$ cat src/design/mtdq_pkg.sv
// ----------------------------------------------------------------------------
// mtdq_pkg
// Shared types and constants of the multi-timer deadline queue.
// ----------------------------------------------------------------------------
package mtdq_pkg;

    localparam int          ReqW     = 3;
    localparam int          IdW      = 4;
    localparam int          TickW    = 32;
    localparam int          CfgW     = 16;
    localparam int          MaxExp   = 16;
    localparam int          ExpCntW  = 5;
    localparam logic [31:0] AllOnes  = 32'hFFFF_FFFF;

    localparam logic [ReqW-1:0] ReqTick      = 3'd0;
    localparam logic [ReqW-1:0] ReqCreate    = 3'd1;
    localparam logic [ReqW-1:0] ReqStart     = 3'd2;
    localparam logic [ReqW-1:0] ReqStop      = 3'd3;
    localparam logic [ReqW-1:0] ReqSetPeriod = 3'd4;
    localparam logic [ReqW-1:0] ReqSetMode   = 3'd5;
    localparam logic [ReqW-1:0] ReqQueryRem  = 3'd6;
    localparam logic [ReqW-1:0] ReqQueryFirst = 3'd7;

    typedef struct packed {
        logic [TickW-1:0] remaining;
        logic [TickW-1:0] reload;
        logic             periodic;
        logic             running;
    } t_cell;

endpackage

$ cat src/design/multi_timer_deadline_queue.sv
// ----------------------------------------------------------------------------
// multi_timer_deadline_queue
// Bank of one-shot and periodic timers held in a rotating ring of cells.
// ----------------------------------------------------------------------------
// Input channel (i_valid/o_ready) carries one request: tick, create, start,
// stop, set period, set mode, query remaining or query first. Output channel
// (o_valid/i_ready) returns the results: one acknowledge per request, or for
// a tick one expiry per expiring timer (ascending index, up to 16) with
// o_last on the final one, or a single acknowledge if nothing expired.
// Config channel (i_cfg_valid/o_cfg_ready) writes min_timeout; always ready.
// Every request makes one full turn of the ring, each timer passing in turn
// through the shared head unit, between an accept state and a final state;
// a new request is taken only once the previous one is finished. The
// first result of a tick may appear during the turn.
// A stalled receiver holds the output register; the ring stops turning
// until the pending result is taken, so nothing is lost.
// Reset (synchronous, active low) stops all timers, clears all periods and
// modes, and sets min_timeout to 3.
// ----------------------------------------------------------------------------
module multi_timer_deadline_queue #(
    parameter int NUM_TIMERS = 16
) (
    input  logic        i_clk,
    input  logic        i_rst_n,
    input  logic        i_valid,
    output logic        o_ready,
    input  logic [2:0]  i_req_type,
    input  logic [3:0]  i_timer_id,
    input  logic [31:0] i_period_ticks,
    input  logic        i_periodic,
    output logic        o_valid,
    input  logic        i_ready,
    output logic        o_status,
    output logic        o_event_kind,
    output logic [3:0]  o_which_timer,
    output logic [31:0] o_remaining,
    output logic        o_running_now,
    output logic        o_last,
    input  logic        i_cfg_valid,
    output logic        o_cfg_ready,
    input  logic [15:0] i_min_timeout
);

    localparam int IW  = (NUM_TIMERS > 1) ? $clog2(NUM_TIMERS) : 1;
    localparam int XW  = ((IW > mtdq_pkg::IdW) ? IW : mtdq_pkg::IdW) + 1;
    localparam logic [IW-1:0] LastIdx = IW'(NUM_TIMERS - 1);

    typedef enum logic [1:0] {S_IDLE, S_SCAN, S_FIN} t_state;

    t_state                     r_state;
    logic [IW-1:0]              r_cnt;
    logic [2:0]                 r_req;
    logic [3:0]                 r_id;
    logic [31:0]                r_per;
    logic                       r_mode;
    logic [15:0]                r_min;
    logic                       r_st, n_st;
    logic [31:0]                r_rem, n_rem;
    logic                       r_run, n_run;
    logic                       r_found, n_found;
    logic [IW-1:0]              r_best, n_best;
    logic [mtdq_pkg::ExpCntW-1:0] r_nexp, n_nexp;
    logic                       r_pend_v;
    logic [IW-1:0]              r_pend_idx;
    logic                       r_pend_run;
    logic                       r_o_valid;
    logic                       r_o_status, r_o_kind, r_o_run, r_o_last;
    logic [3:0]                 r_o_which;
    logic [31:0]                r_o_rem;

    mtdq_pkg::t_cell            w_q [NUM_TIMERS];
    mtdq_pkg::t_cell            n_head;
    logic                       w_shift, w_go, w_exp, w_flush, w_final;

    assign w_go    = !r_o_valid || i_ready;
    assign w_shift = (r_state == S_SCAN) && w_go;
    assign w_flush = w_shift && w_exp && r_pend_v;
    assign w_final = (r_state == S_FIN) && w_go;

    genvar g;
    generate
        for (g = 0; g < NUM_TIMERS; g++) begin : g_ring
            mtdq_pkg::t_cell w_d;
            if (g == NUM_TIMERS - 1) begin : g_tail
                assign w_d = n_head;
            end else begin : g_mid
                assign w_d = w_q[g+1];
            end
            mtdq_cell u_cell (
                .i_clk   (i_clk),
                .i_rst_n (i_rst_n),
                .i_shift (w_shift),
                .i_d     (w_d),
                .o_q     (w_q[g])
            );
        end
    endgenerate

    // Head unit: apply the request to the timer now at the front of the ring.
    always_comb begin
        mtdq_pkg::t_cell h;
        logic [31:0]     launch_v;
        logic [31:0]     dec;
        logic            match;
        h        = w_q[0];
        n_st     = r_st;
        n_rem    = r_rem;
        n_run    = r_run;
        n_found  = r_found;
        n_best   = r_best;
        n_nexp   = r_nexp;
        w_exp    = 1'b0;
        match    = (XW'(r_cnt) == XW'(r_id));
        launch_v = (h.reload < {16'd0, r_min}) ? {16'd0, r_min} : h.reload;
        dec      = (h.running && h.remaining != 32'd0) ? h.remaining - 32'd1
                                                       : h.remaining;
        unique case (r_req)
            mtdq_pkg::ReqTick: begin
                h.remaining = dec;
                if (h.running && dec == 32'd0
                    && r_nexp < mtdq_pkg::ExpCntW'(mtdq_pkg::MaxExp)) begin
                    w_exp  = 1'b1;
                    n_nexp = r_nexp + 1'b1;
                    if (h.periodic) begin
                        h.remaining = launch_v;
                        h.running   = 1'b1;
                    end else begin
                        h.running = 1'b0;
                    end
                end
            end
            mtdq_pkg::ReqQueryFirst: begin
                if (h.running && (!r_found || h.remaining < r_rem)) begin
                    n_found = 1'b1;
                    n_best  = r_cnt;
                    n_rem   = h.remaining;
                end
            end
            mtdq_pkg::ReqCreate: begin
                if (match) begin
                    h.reload    = r_per;
                    h.periodic  = r_mode;
                    h.running   = 1'b0;
                    h.remaining = 32'd0;
                end
            end
            mtdq_pkg::ReqStart: begin
                if (match) begin
                    if (h.running) begin
                        n_st = 1'b1;
                    end else begin
                        h.remaining = launch_v;
                        h.running   = 1'b1;
                    end
                end
            end
            mtdq_pkg::ReqStop: begin
                if (match) h.running = 1'b0;
            end
            mtdq_pkg::ReqSetPeriod: begin
                if (match) begin
                    h.reload = r_per;
                    if (h.running) begin
                        h.remaining = (r_per < {16'd0, r_min}) ? {16'd0, r_min} : r_per;
                    end
                end
            end
            mtdq_pkg::ReqSetMode: begin
                if (match) h.periodic = r_mode;
            end
            mtdq_pkg::ReqQueryRem: begin
                if (match) begin
                    if (h.running) begin
                        n_rem = h.remaining;
                    end else begin
                        n_st  = 1'b1;
                        n_rem = mtdq_pkg::AllOnes;
                    end
                end
            end
            default: ;
        endcase
        if (match && r_req != mtdq_pkg::ReqTick && r_req != mtdq_pkg::ReqQueryFirst) begin
            n_run = h.running;
        end
        n_head = h;
    end

    always_ff @(posedge i_clk) begin
        if (!i_rst_n) begin
            r_min <= 16'd3;
        end else if (i_cfg_valid) begin
            r_min <= i_min_timeout;
        end
    end

    always_ff @(posedge i_clk) begin
        if (!i_rst_n) begin
            r_state   <= S_IDLE;
            r_cnt     <= '0;
            r_req     <= mtdq_pkg::ReqTick;
            r_pend_v  <= 1'b0;
            r_o_valid <= 1'b0;
        end else begin
            if (w_flush || w_final) begin
                r_o_valid <= 1'b1;
            end else if (r_o_valid && i_ready) begin
                r_o_valid <= 1'b0;
            end
            unique case (r_state)
                S_IDLE: begin
                    if (i_valid) begin
                        r_state  <= S_SCAN;
                        r_cnt    <= '0;
                        r_req    <= i_req_type;
                        r_id     <= i_timer_id;
                        r_per    <= i_period_ticks;
                        r_mode   <= i_periodic;
                        // out-of-range id never matches: answer invalid
                        r_st     <= !(XW'(i_timer_id) < XW'(NUM_TIMERS));
                        r_rem    <= (i_req_type == mtdq_pkg::ReqQueryFirst)
                                    ? mtdq_pkg::AllOnes : 32'd0;
                        r_run    <= 1'b0;
                        r_found  <= 1'b0;
                        r_best   <= '0;
                        r_nexp   <= '0;
                        r_pend_v <= 1'b0;
                    end
                end
                S_SCAN: begin
                    if (w_go) begin
                        r_st    <= n_st;
                        r_rem   <= n_rem;
                        r_run   <= n_run;
                        r_found <= n_found;
                        r_best  <= n_best;
                        r_nexp  <= n_nexp;
                        r_cnt   <= r_cnt + 1'b1;
                        if (r_cnt == LastIdx) r_state <= S_FIN;
                        if (w_exp) begin
                            // hold the newest expiry; flush the previous one
                            r_pend_v   <= 1'b1;
                            r_pend_idx <= r_cnt;
                            r_pend_run <= n_head.running;
                            if (r_pend_v) begin
                                r_o_status <= 1'b0;
                                r_o_kind   <= 1'b1;
                                r_o_which  <= 4'(r_pend_idx);
                                r_o_rem    <= 32'd0;
                                r_o_run    <= r_pend_run;
                                r_o_last   <= 1'b0;
                            end
                        end
                    end
                end
                S_FIN: begin
                    if (w_go) begin
                        r_state  <= S_IDLE;
                        r_o_last <= 1'b1;
                        if (r_req == mtdq_pkg::ReqTick) begin
                            r_o_status <= 1'b0;
                            r_o_rem    <= 32'd0;
                            r_o_kind   <= r_pend_v;
                            r_o_which  <= r_pend_v ? 4'(r_pend_idx) : 4'd0;
                            r_o_run    <= r_pend_v && r_pend_run;
                        end else if (r_req == mtdq_pkg::ReqQueryFirst) begin
                            r_o_status <= 1'b0;
                            r_o_kind   <= 1'b0;
                            r_o_rem    <= r_rem;
                            r_o_which  <= r_found ? 4'(r_best) : 4'd0;
                            r_o_run    <= r_found;
                        end else begin
                            r_o_status <= r_st;
                            r_o_kind   <= 1'b0;
                            r_o_which  <= r_id;
                            r_o_rem    <= r_rem;
                            r_o_run    <= r_run;
                        end
                    end
                end
                default: r_state <= S_IDLE;
            endcase
        end
    end

    assign o_ready       = (r_state == S_IDLE);
    assign o_cfg_ready   = 1'b1;
    assign o_valid       = r_o_valid;
    assign o_status      = r_o_status;
    assign o_event_kind  = r_o_kind;
    assign o_which_timer = r_o_which;
    assign o_remaining   = r_o_rem;
    assign o_running_now = r_o_run;
    assign o_last        = r_o_last;

endmodule

$ cat src/design/mtdq_cell.sv
// ----------------------------------------------------------------------------
// mtdq_cell
// One timer slot of the rotating ring; takes its neighbor's state on shift.
// ----------------------------------------------------------------------------
module mtdq_cell (
    input  logic            i_clk,
    input  logic            i_rst_n,
    input  logic            i_shift,
    input  mtdq_pkg::t_cell i_d,
    output mtdq_pkg::t_cell o_q
);

    mtdq_pkg::t_cell r_q;

    always_ff @(posedge i_clk) begin
        if (!i_rst_n) begin
            r_q <= '0;
        end else if (i_shift) begin
            r_q <= i_d;
        end
    end

    assign o_q = r_q;

endmodule

$ cat config.mk
export PLATFORM = sky130hd
export DESIGN_NAME = multi_timer_deadline_queue
export DESIGN_NICKNAME = d
export VERILOG_FILES = /design/src/design/mtdq_pkg.sv /design/src/design/multi_timer_deadline_queue.sv /design/src/design/mtdq_cell.sv
export SDC_FILE = /design/constraint.sdc
export NUM_CORES = 2
export LEC_CHECK = 0
export BUFFER_PORTS_ARGS = -buffer_cell sky130_fd_sc_hd__buf_2
export CORE_ASPECT_RATIO = 0.9
export CORE_UTILIZATION = 40
export DETAILED_ROUTE_END_ITERATION = 12
export GPL_TIMING_DRIVEN = 1
export SYNTH_ARGS = -nofsm -noshare
export SYNTH_HDL_FRONTEND = slang
export SYNTH_SLANG_ARGS = --single-unit
$ cat constraint.sdc
create_clock -name i_clk -period 10.35 [get_ports i_clk]
set_input_delay 0.5175 -clock i_clk [delete_from_list [all_inputs] [get_ports i_clk]]
set_output_delay 0.5175 -clock i_clk [all_outputs]
set_load 0.02 [all_outputs]
# Word level (Yosys, flattened, before mapping)

Cells that the tools add are included.
W data, S select, Z words.

Reduce and logical (&&, ||, !) cells: 37
Equal/unequal tests: 31
$lt $le $gt $ge: 4
Add/subtract/negate cells: 3
Muxes and demuxes: 103
Bitwise gates (word level): 0
Shift operators: 0
Divide/modulo/power cells: 0
Multipliers: 0

Operators by type and width:

| cell                    | number |
|---|---|
| $mux W32                | 19 |
| $pmux W32 S2            | 4 |
| $pmux W32 S4            | 1 |
| $mux W66                | 1 |
| $lt A32 B16 Y1          | 2 |
| $mux W64                | 1 |
| $mux W4                 | 13 |
| $mux W1                 | 40 |
| $logic_not A32 Y1       | 1 |
| $lt A32 B32 Y1          | 1 |
| $reduce_bool A32 Y1     | 1 |
| $sub A32 B1 Y32 const B | 1 |
| $pmux W4 S2             | 3 |
| $mux W5                 | 4 |
| $pmux W1 S2             | 10 |
| $reduce_and A6 Y1       | 3 |
| $eq A3 B3 Y1 const B    | 5 |
| $ne A3 B3 Y1 const B    | 5 |
| $logic_and A1 B1 Y1     | 12 |
| $ne A2 B1 Y1 const B    | 6 |
| $reduce_and A4 Y1       | 3 |
| $ne A2 B2 Y1 const B    | 5 |
| $pmux W5 S2             | 1 |
| $reduce_and A9 Y1       | 1 |
| other kinds (24)        | 35 |

Bits in latches: 0
Logic and storage cells: 265
Bits of input ports: 61
Memories kept: 0
Memory bits (writable): 0
Memory bits (read-only): 0
Output and inout port bits: 43
Register bits: 1209

# Longest topological paths before layout

Depth after elaboration: 12
Gate-level depth with buffers: 14
Mapped depth without buffers: 11

# Hierarchy

From an unflattened synthesis, not the netlist that was laid out.

Cell total of the unflattened synthesis: 4458
Area total of the unflattened synthesis: 50911.3 um^2

Modules (own cells, without submodules):

| module                     | area an instance (um^2) | times used | cells each | seq. area each (um^2) |
|---|---|---|---|---|
| mtdq_cell                  | 2544.9                  | 16         | 213        | 1321.3 |
| multi_timer_deadline_queue | 10192.3                 | 1          | 1050       | 4324.1 |

# Worst setup path after synthesis

Ideal clock, no wire load.

Path type: reg2reg
Start point: reg g_ring[0].u_cell.r_q, in the netlist g_ring[0].u_cell.o_q[39]
End point: reg r_o_kind, in the netlist o_event_kind (enable)
Buffers on the path: 1
Stages on the path, launching flop included: 11
Data arrival time: 5.801 ns
Slack: 4.062 ns
Setup time: 0.487 ns
Clock period less this slack: 6.288 ns
Path through: dfxtp_1 -> buf_2 -> nor4_4 -> nand3_4 -> o31ai_4 -> nor4_2 -> or4b_1 -> or4_4 -> nor4_2 -> a31oi_1 -> nor3_1

Word-level cells in the longest chain between the ends: 10
Elaborated cells on any way between the ends: 11
Those cells by class: add/sub: 1; eq/ne: 1; mux: 3; reduce/logical: 6

RTL lines:

| what                                                    | RTL line                          | source |
|---|---|---|
| start: declaration                                      | mtdq_cell.sv:13                   | `mtdq_pkg::t_cell r_q;` |
| start signal: assignment                                | mtdq_cell.sv:19                   | `r_q <= i_d;` |
| branches (longest 2 deep; another with $sub A32 B1 Y32) | -                                 |  |
| $mux W32 (*)                                            | multi_timer_deadline_queue.sv:115 | `dec = (h.running && h.remaining != 32'd0) ? h.remaining - 32'd1` |
| $logic_not A32 Y1 (*)                                   | multi_timer_deadline_queue.sv:120 | `if (h.running && dec == 32'd0` |
| $logic_and A1 B1 Y1 (*)                                 | multi_timer_deadline_queue.sv:120 |  |
| $logic_and A1 B1 Y1 (*)                                 | multi_timer_deadline_queue.sv:121 | `&& r_nexp < mtdq_pkg::ExpCntW'(mtdq_pkg::MaxExp)) begin` |
| $mux W1 (*)                                             | multi_timer_deadline_queue.sv:120 |  |
| $mux W1 (*)                                             | multi_timer_deadline_queue.sv:117 | `unique case (r_req)` |
| $ne A2 B2 Y1 (no source line) (*)                       | -                                 |  |
| $reduce_and A6 Y1 (no source line) (*)                  | -                                 |  |
| end signal: assignment                                  | multi_timer_deadline_queue.sv:263 | `r_o_kind <= r_pend_v;` |
| end: declaration                                        | multi_timer_deadline_queue.sv:67  | `logic r_o_status, r_o_kind, r_o_run, r_o_last;` |

Every way passes the cells marked *.
A chain may end at the register's enable or synchronous reset.

# Worst setup path after layout

Start point: reg g_ring[0].u_cell.r_q, in the netlist g_ring[0].u_cell.o_q[38]
End point: reg r_o_rem[11], in the netlist o_remaining[11] (enable)

Word-level cells in the longest chain between the ends: 10
Elaborated cells on any way between the ends: 11
Those cells by class: add/sub: 1; eq/ne: 1; mux: 3; reduce/logical: 6

RTL lines:

| what                                                    | RTL line                          | source |
|---|---|---|
| branches (longest 2 deep; another with $sub A32 B1 Y32) | -                                 |  |
| $mux W32 (*)                                            | multi_timer_deadline_queue.sv:115 |  |
| $logic_not A32 Y1 (*)                                   | multi_timer_deadline_queue.sv:120 |  |
| $logic_and A1 B1 Y1 (*)                                 | multi_timer_deadline_queue.sv:120 |  |
| $logic_and A1 B1 Y1 (*)                                 | multi_timer_deadline_queue.sv:121 |  |
| $mux W1 (*)                                             | multi_timer_deadline_queue.sv:120 |  |
| $mux W1 (*)                                             | multi_timer_deadline_queue.sv:117 |  |
| $ne A2 B2 Y1 (no source line) (*)                       | -                                 |  |
| $reduce_and A6 Y1 (no source line) (*)                  | -                                 |  |
| end signal: assignment                                  | multi_timer_deadline_queue.sv:269 | `r_o_rem <= r_rem;` |
| end signal: assignment                                  | multi_timer_deadline_queue.sv:276 | `r_o_rem <= r_rem;` |
| end: declaration                                        | multi_timer_deadline_queue.sv:69  | `logic [31:0] r_o_rem;` |

Marked as above.

==> results.py <==
metrics = {
    "finish": {
        "regArea_sq_mm": 0.0255,
        "fillCellCount": 11200,
        "synthToLayoutAreaGrowth_pct": 12.7,
        "finalNetCount": 5650,
        "fin_cells": 7112,
        "area_of_the_multi_input_gates_sq_mm": 0.0189,
        "final_util": 0.457,
        "final_layout_size_suffix_gt1_frac": 0.0694,
    },
    "synthesis": {
        "synthesis.nets": 5747,
        "synth.largest_area_cell": "dfxtp_1",
        "post_synth_inst_count": 5621,
        "synth_area_sq_mm": 0.0461,
        "seq_area_frac_synth": 0.552,
        "synth_edf_count": 126,
        "syn_area_per_cell_sq_um": 8.21,
        "yosysTopAreaCellShare": 0.470,
        "synthArstFlopShare": 0,
        "yosys-top-cells-area": "dfxtp_1 (47%), nand2_1 (17%), a21oi_1 (12%), edfxtp_1 (8.2%), clkbuf_1 (3.3%)",
        "synth_ff_type": "dfxtp_1",
        "yosysUniqueCellTypes": 72,
        "yosys_synthesis_warning_count": 0,
        "yosys_register_bits": 1209,
    },
    "timing": {
        "tightest_slew_ns": 1.22,
        "final-max-slew-violation-count": 0,
        "worst_slew_margin_rel": 0.166,
        "finalCriticalPeriod_ns": 5.20,
        "setup-tns-final_ns": 0,
        "post-route-period-util": 0.503,
        "grt_setup_unrepaired": "false",
        "timing.hold.ws_ns": 0.0628,
        "report.final.hold_viol_count": 0,
        "timing.fmax_ghz": 0.192,
        "setup_viol": 0,
        "clock-skew-final_ns": 0.0373,
    },
    "critical_path": {
        "regToRegEndpoint": "o_remaining[11]$_SDFFCE_PP0P_",
        "setup.reg_to_reg.worst_slack_ns": 5.15,
        "critical_path.startpoint_type": "flip-flop",
        "crit_path_arrival_time_ns": 5.57,
        "path_class": "flip-flop to flip-flop",
        "crit_path_max_fanout": 40,
        "crit_required_ns": 10.72,
        "r2r_cells": 10,
        "worst_setup_path_end_kind": "flip-flop",
        "critical_path.reg2reg.startpoint": "g_ring[0].u_cell.o_q[38]$_SDFFE_PN0P_",
    },
    "grt": {
        "total_gr_overflow": 0,
        "initial_antenna_violation_count": 6,
        "grt_start_max_net_pins": 233,
        "grt_pass1_vias": 33100,
        "grt_use_total": 0.202,
        "first_pass_grt_wire_length_um": 188000,
    },
    "floorplanning": {
        "floorplan.die_area_sq_mm": 0.117,
        "dieHeight_um": 324,
        "floorplan.core_area_sq_mm": 0.114,
        "die-width_um": 360,
        "row_count": 117,
        "io_pins": 104,
        "start_util": 0.405,
    },
    "clock_network": {
        "clock_tree_from_tritoncts": "done",
        "ctsLongestPathBuffers": 3,
        "numCtsBuffers": 116,
        "root_buffer": "clkbuf_16",
        "cts.sink_count": 1209,
        "clock_insertion_delay_worst_skew_ns": 0.75,
        "path_clk_slew_ns": 0.06,
        "htreeDepth": 3,
    },
    "min_path": {
        "min_path_type": "input pin to flip-flop",
        "min_path_cells": 3,
        "hold_start": "i_req_type[2]",
        "worstHoldEndpoint": "r_req[2]$_SDFFE_PN0P_",
    },
    "placement": {
        "place_congestion": 0.923,
        "dp_hpwl_um": 75700,
        "instance_count_after_placement_with_tap_cells_included": 6839,
        "numPortBuffers": 102,
    },
    "drt": {
        "wl_um": 120000,
        "detail_route.vias_per_cell": 5.15,
        "routed_wire_length_per_instance_um": 16.9,
        "drtAntennaViolNets": 0,
        "detailedRoute.firstIterationViolations": 3472,
        "post-route-drc-count": 0,
        "via_total_after_detailed_routing": 36600,
        "detail_route.first_pass.iterations": 6,
    },
    "power": {
        "power_density_mw_per_mm2": 186,
        "static-leakage-power_uw": 0.0174,
        "finalPower_uw": 9680,
        "power.ir.vdd_worst_v": 0.000142,
    },
    "run_status": {
        "run_status": "completed",
    },
    "flow_run": {
        "timing.max_cap.violations": 0,
    },
}
-- power breakdown --
group          total (uW)  leakage [uW]  internal [uW]  switching (uW)
logic                 513       0.00551            104             409
registers            4830       0.00992           4790            44.7
clock network        4340       0.00194           2490            1850
total                9680        0.0174           7370            2300
-- cells in the mapped netlist (36+ instances only) --
| library cell | count |
|---|---|
| mux2i_1 | 59 |
| o21ai_0 | 97 |
| dfxtp_1 | 1083 |
| nand2_1 | 2056 |
| inv_1 | 59 |
| a211oi_1 | 46 |
| nor2_1 | 140 |
| ha_1 | 65 |
| o21a_1 | 36 |
| clkbuf_1 | 406 |
| a21oi_1 | 1084 |
| edfxtp_1 | 126 |
-- cell families after synthesis --
family | share of synthesized area
simple gates | 0.207
compound gates | 0.162
buf+inv | 0.0403
flops | 0.552
other cells | 0.0000813
xor+xnor | 0.00418
mux | 0.0167
fa+ha+maj | 0.0176
-- state kept, by name, indices dropped and copies added (netlist names), 3 cells and up --
| register | cells |
|---|---|
| r_req | 3 |
| r_nexp | 5 |
| r_min | 16 |
| r_id | 4 |
| g_ring.u_cell.o_q | 1056 |
| o_remaining | 32 |
| r_cnt | 4 |
| o_which_timer | 4 |
| r_best | 4 |
| r_rem | 32 |
| r_per | 32 |
| r_pend_idx | 4 |
-- placed cells by master, fill, tap and decap left out, types with 7 or more instances in the layout --
cell	n
dfxtp_1	1083
mux2i_1	59
nor3_1	28
a21o_1	20
a31oi_1	10
clkinv_1	8
clkbuf_16	121
nand3_1	27
ha_1	65
nand2_1	2055
buf_4	48
o211ai_1	17
nor2_1	137
a21oi_1	1084
nor4_1	19
clkbuf_8	26
and2_1	8
clkbuf_1	23
dlygate4sd3_1	54
o31ai_1	9
edfxtp_1	126
and3_1	9
a221o_1	8
clkinvlp_4	7
buf_2	102
xor2_1	13
o21a_1	36
nand4_1	28
xnor2_1	9
clkinv_2	15
inv_1	59
nor4_2	7
or3_1	9
o21ai_0	97
a221oi_1	7
a211oi_1	46
mux2_2	16
-- final cells by class --
class | count | share of cell area
sequential | 1209 | 0.490
multi-input combinational | 3927 | 0.364
clock buffer | 170 | 0.0668
tap | 1487 | 0.0358
timing repair buffer | 209 | 0.0291
clock inverter | 45 | 0.0101
inverter | 61 | 0.00455
antenna | 4 | 0.000193
-- worst max path at each step --
stage | start | endpoint | slack (ns) | cells after the start
CTS | g_ring[0].u_cell.o_q[38]$_SDFFE_PN0P_ | o_remaining[11]$_SDFFCE_PP0P_ | 5.17 | 10
detailed placement | g_ring[0].u_cell.o_q[38]$_SDFFE_PN0P_ | o_remaining[13]$_SDFFCE_PP0P_ | 5.20 | 10
finish | g_ring[0].u_cell.o_q[38]$_SDFFE_PN0P_ | o_remaining[11]$_SDFFCE_PP0P_ | 5.15 | 10
global placement | g_ring[0].u_cell.o_q[38]$_SDFFE_PN0P_ | o_remaining[16]$_SDFFCE_PP0P_ | 5.14 | 10
global route | g_ring[0].u_cell.o_q[38]$_SDFFE_PN0P_ | o_remaining[16]$_SDFFCE_PP0P_ | 4.91 | 10
floorplan | g_ring[0].u_cell.o_q[39]$_SDFFE_PN0P_ | o_event_kind$_SDFFCE_PN1P_ | 4.06 | 10
-- critical path, cell delays in order, from the launching register on --
cell     delay [ns]
dfxtp_1        0.42
nor4_4         0.59
and3_1         0.43
nand3_1        0.43
a21oi_1        0.45
or4b_1         0.51
or4_4          0.48
nor4_2         0.68
a31oi_1        0.22
nor3_2         0.13
buf_4          0.44
-- per-layer routing --
metal	GRT usage	vias to the layer above	wire, um
met5	0	-	46
met4	0.0638	6	3410
met3	0.0384	196	5910
met2	0.306	697	52100
met1	0.288	17200	58500
li1	-	18500	-
-- timing repair --
action / in CTS / in global routing
resized for setup: 0 / 0
buffers inserted: 0 / 0
hold buffers: 54 / 0
endpoints found under the hold margin: 54 / 0
-- through the flow --
stage / cell area, sq um / worst slack, ns
after floorplan: 46100 / 4.06
after global placement: 47400 / 5.14
after detailed placement: 47400 / 5.20
after CTS: 52000 / 5.17
after global routing: 52000 / 4.91
final: 52000 / 5.15
Power figures use the tool's default switching activity.
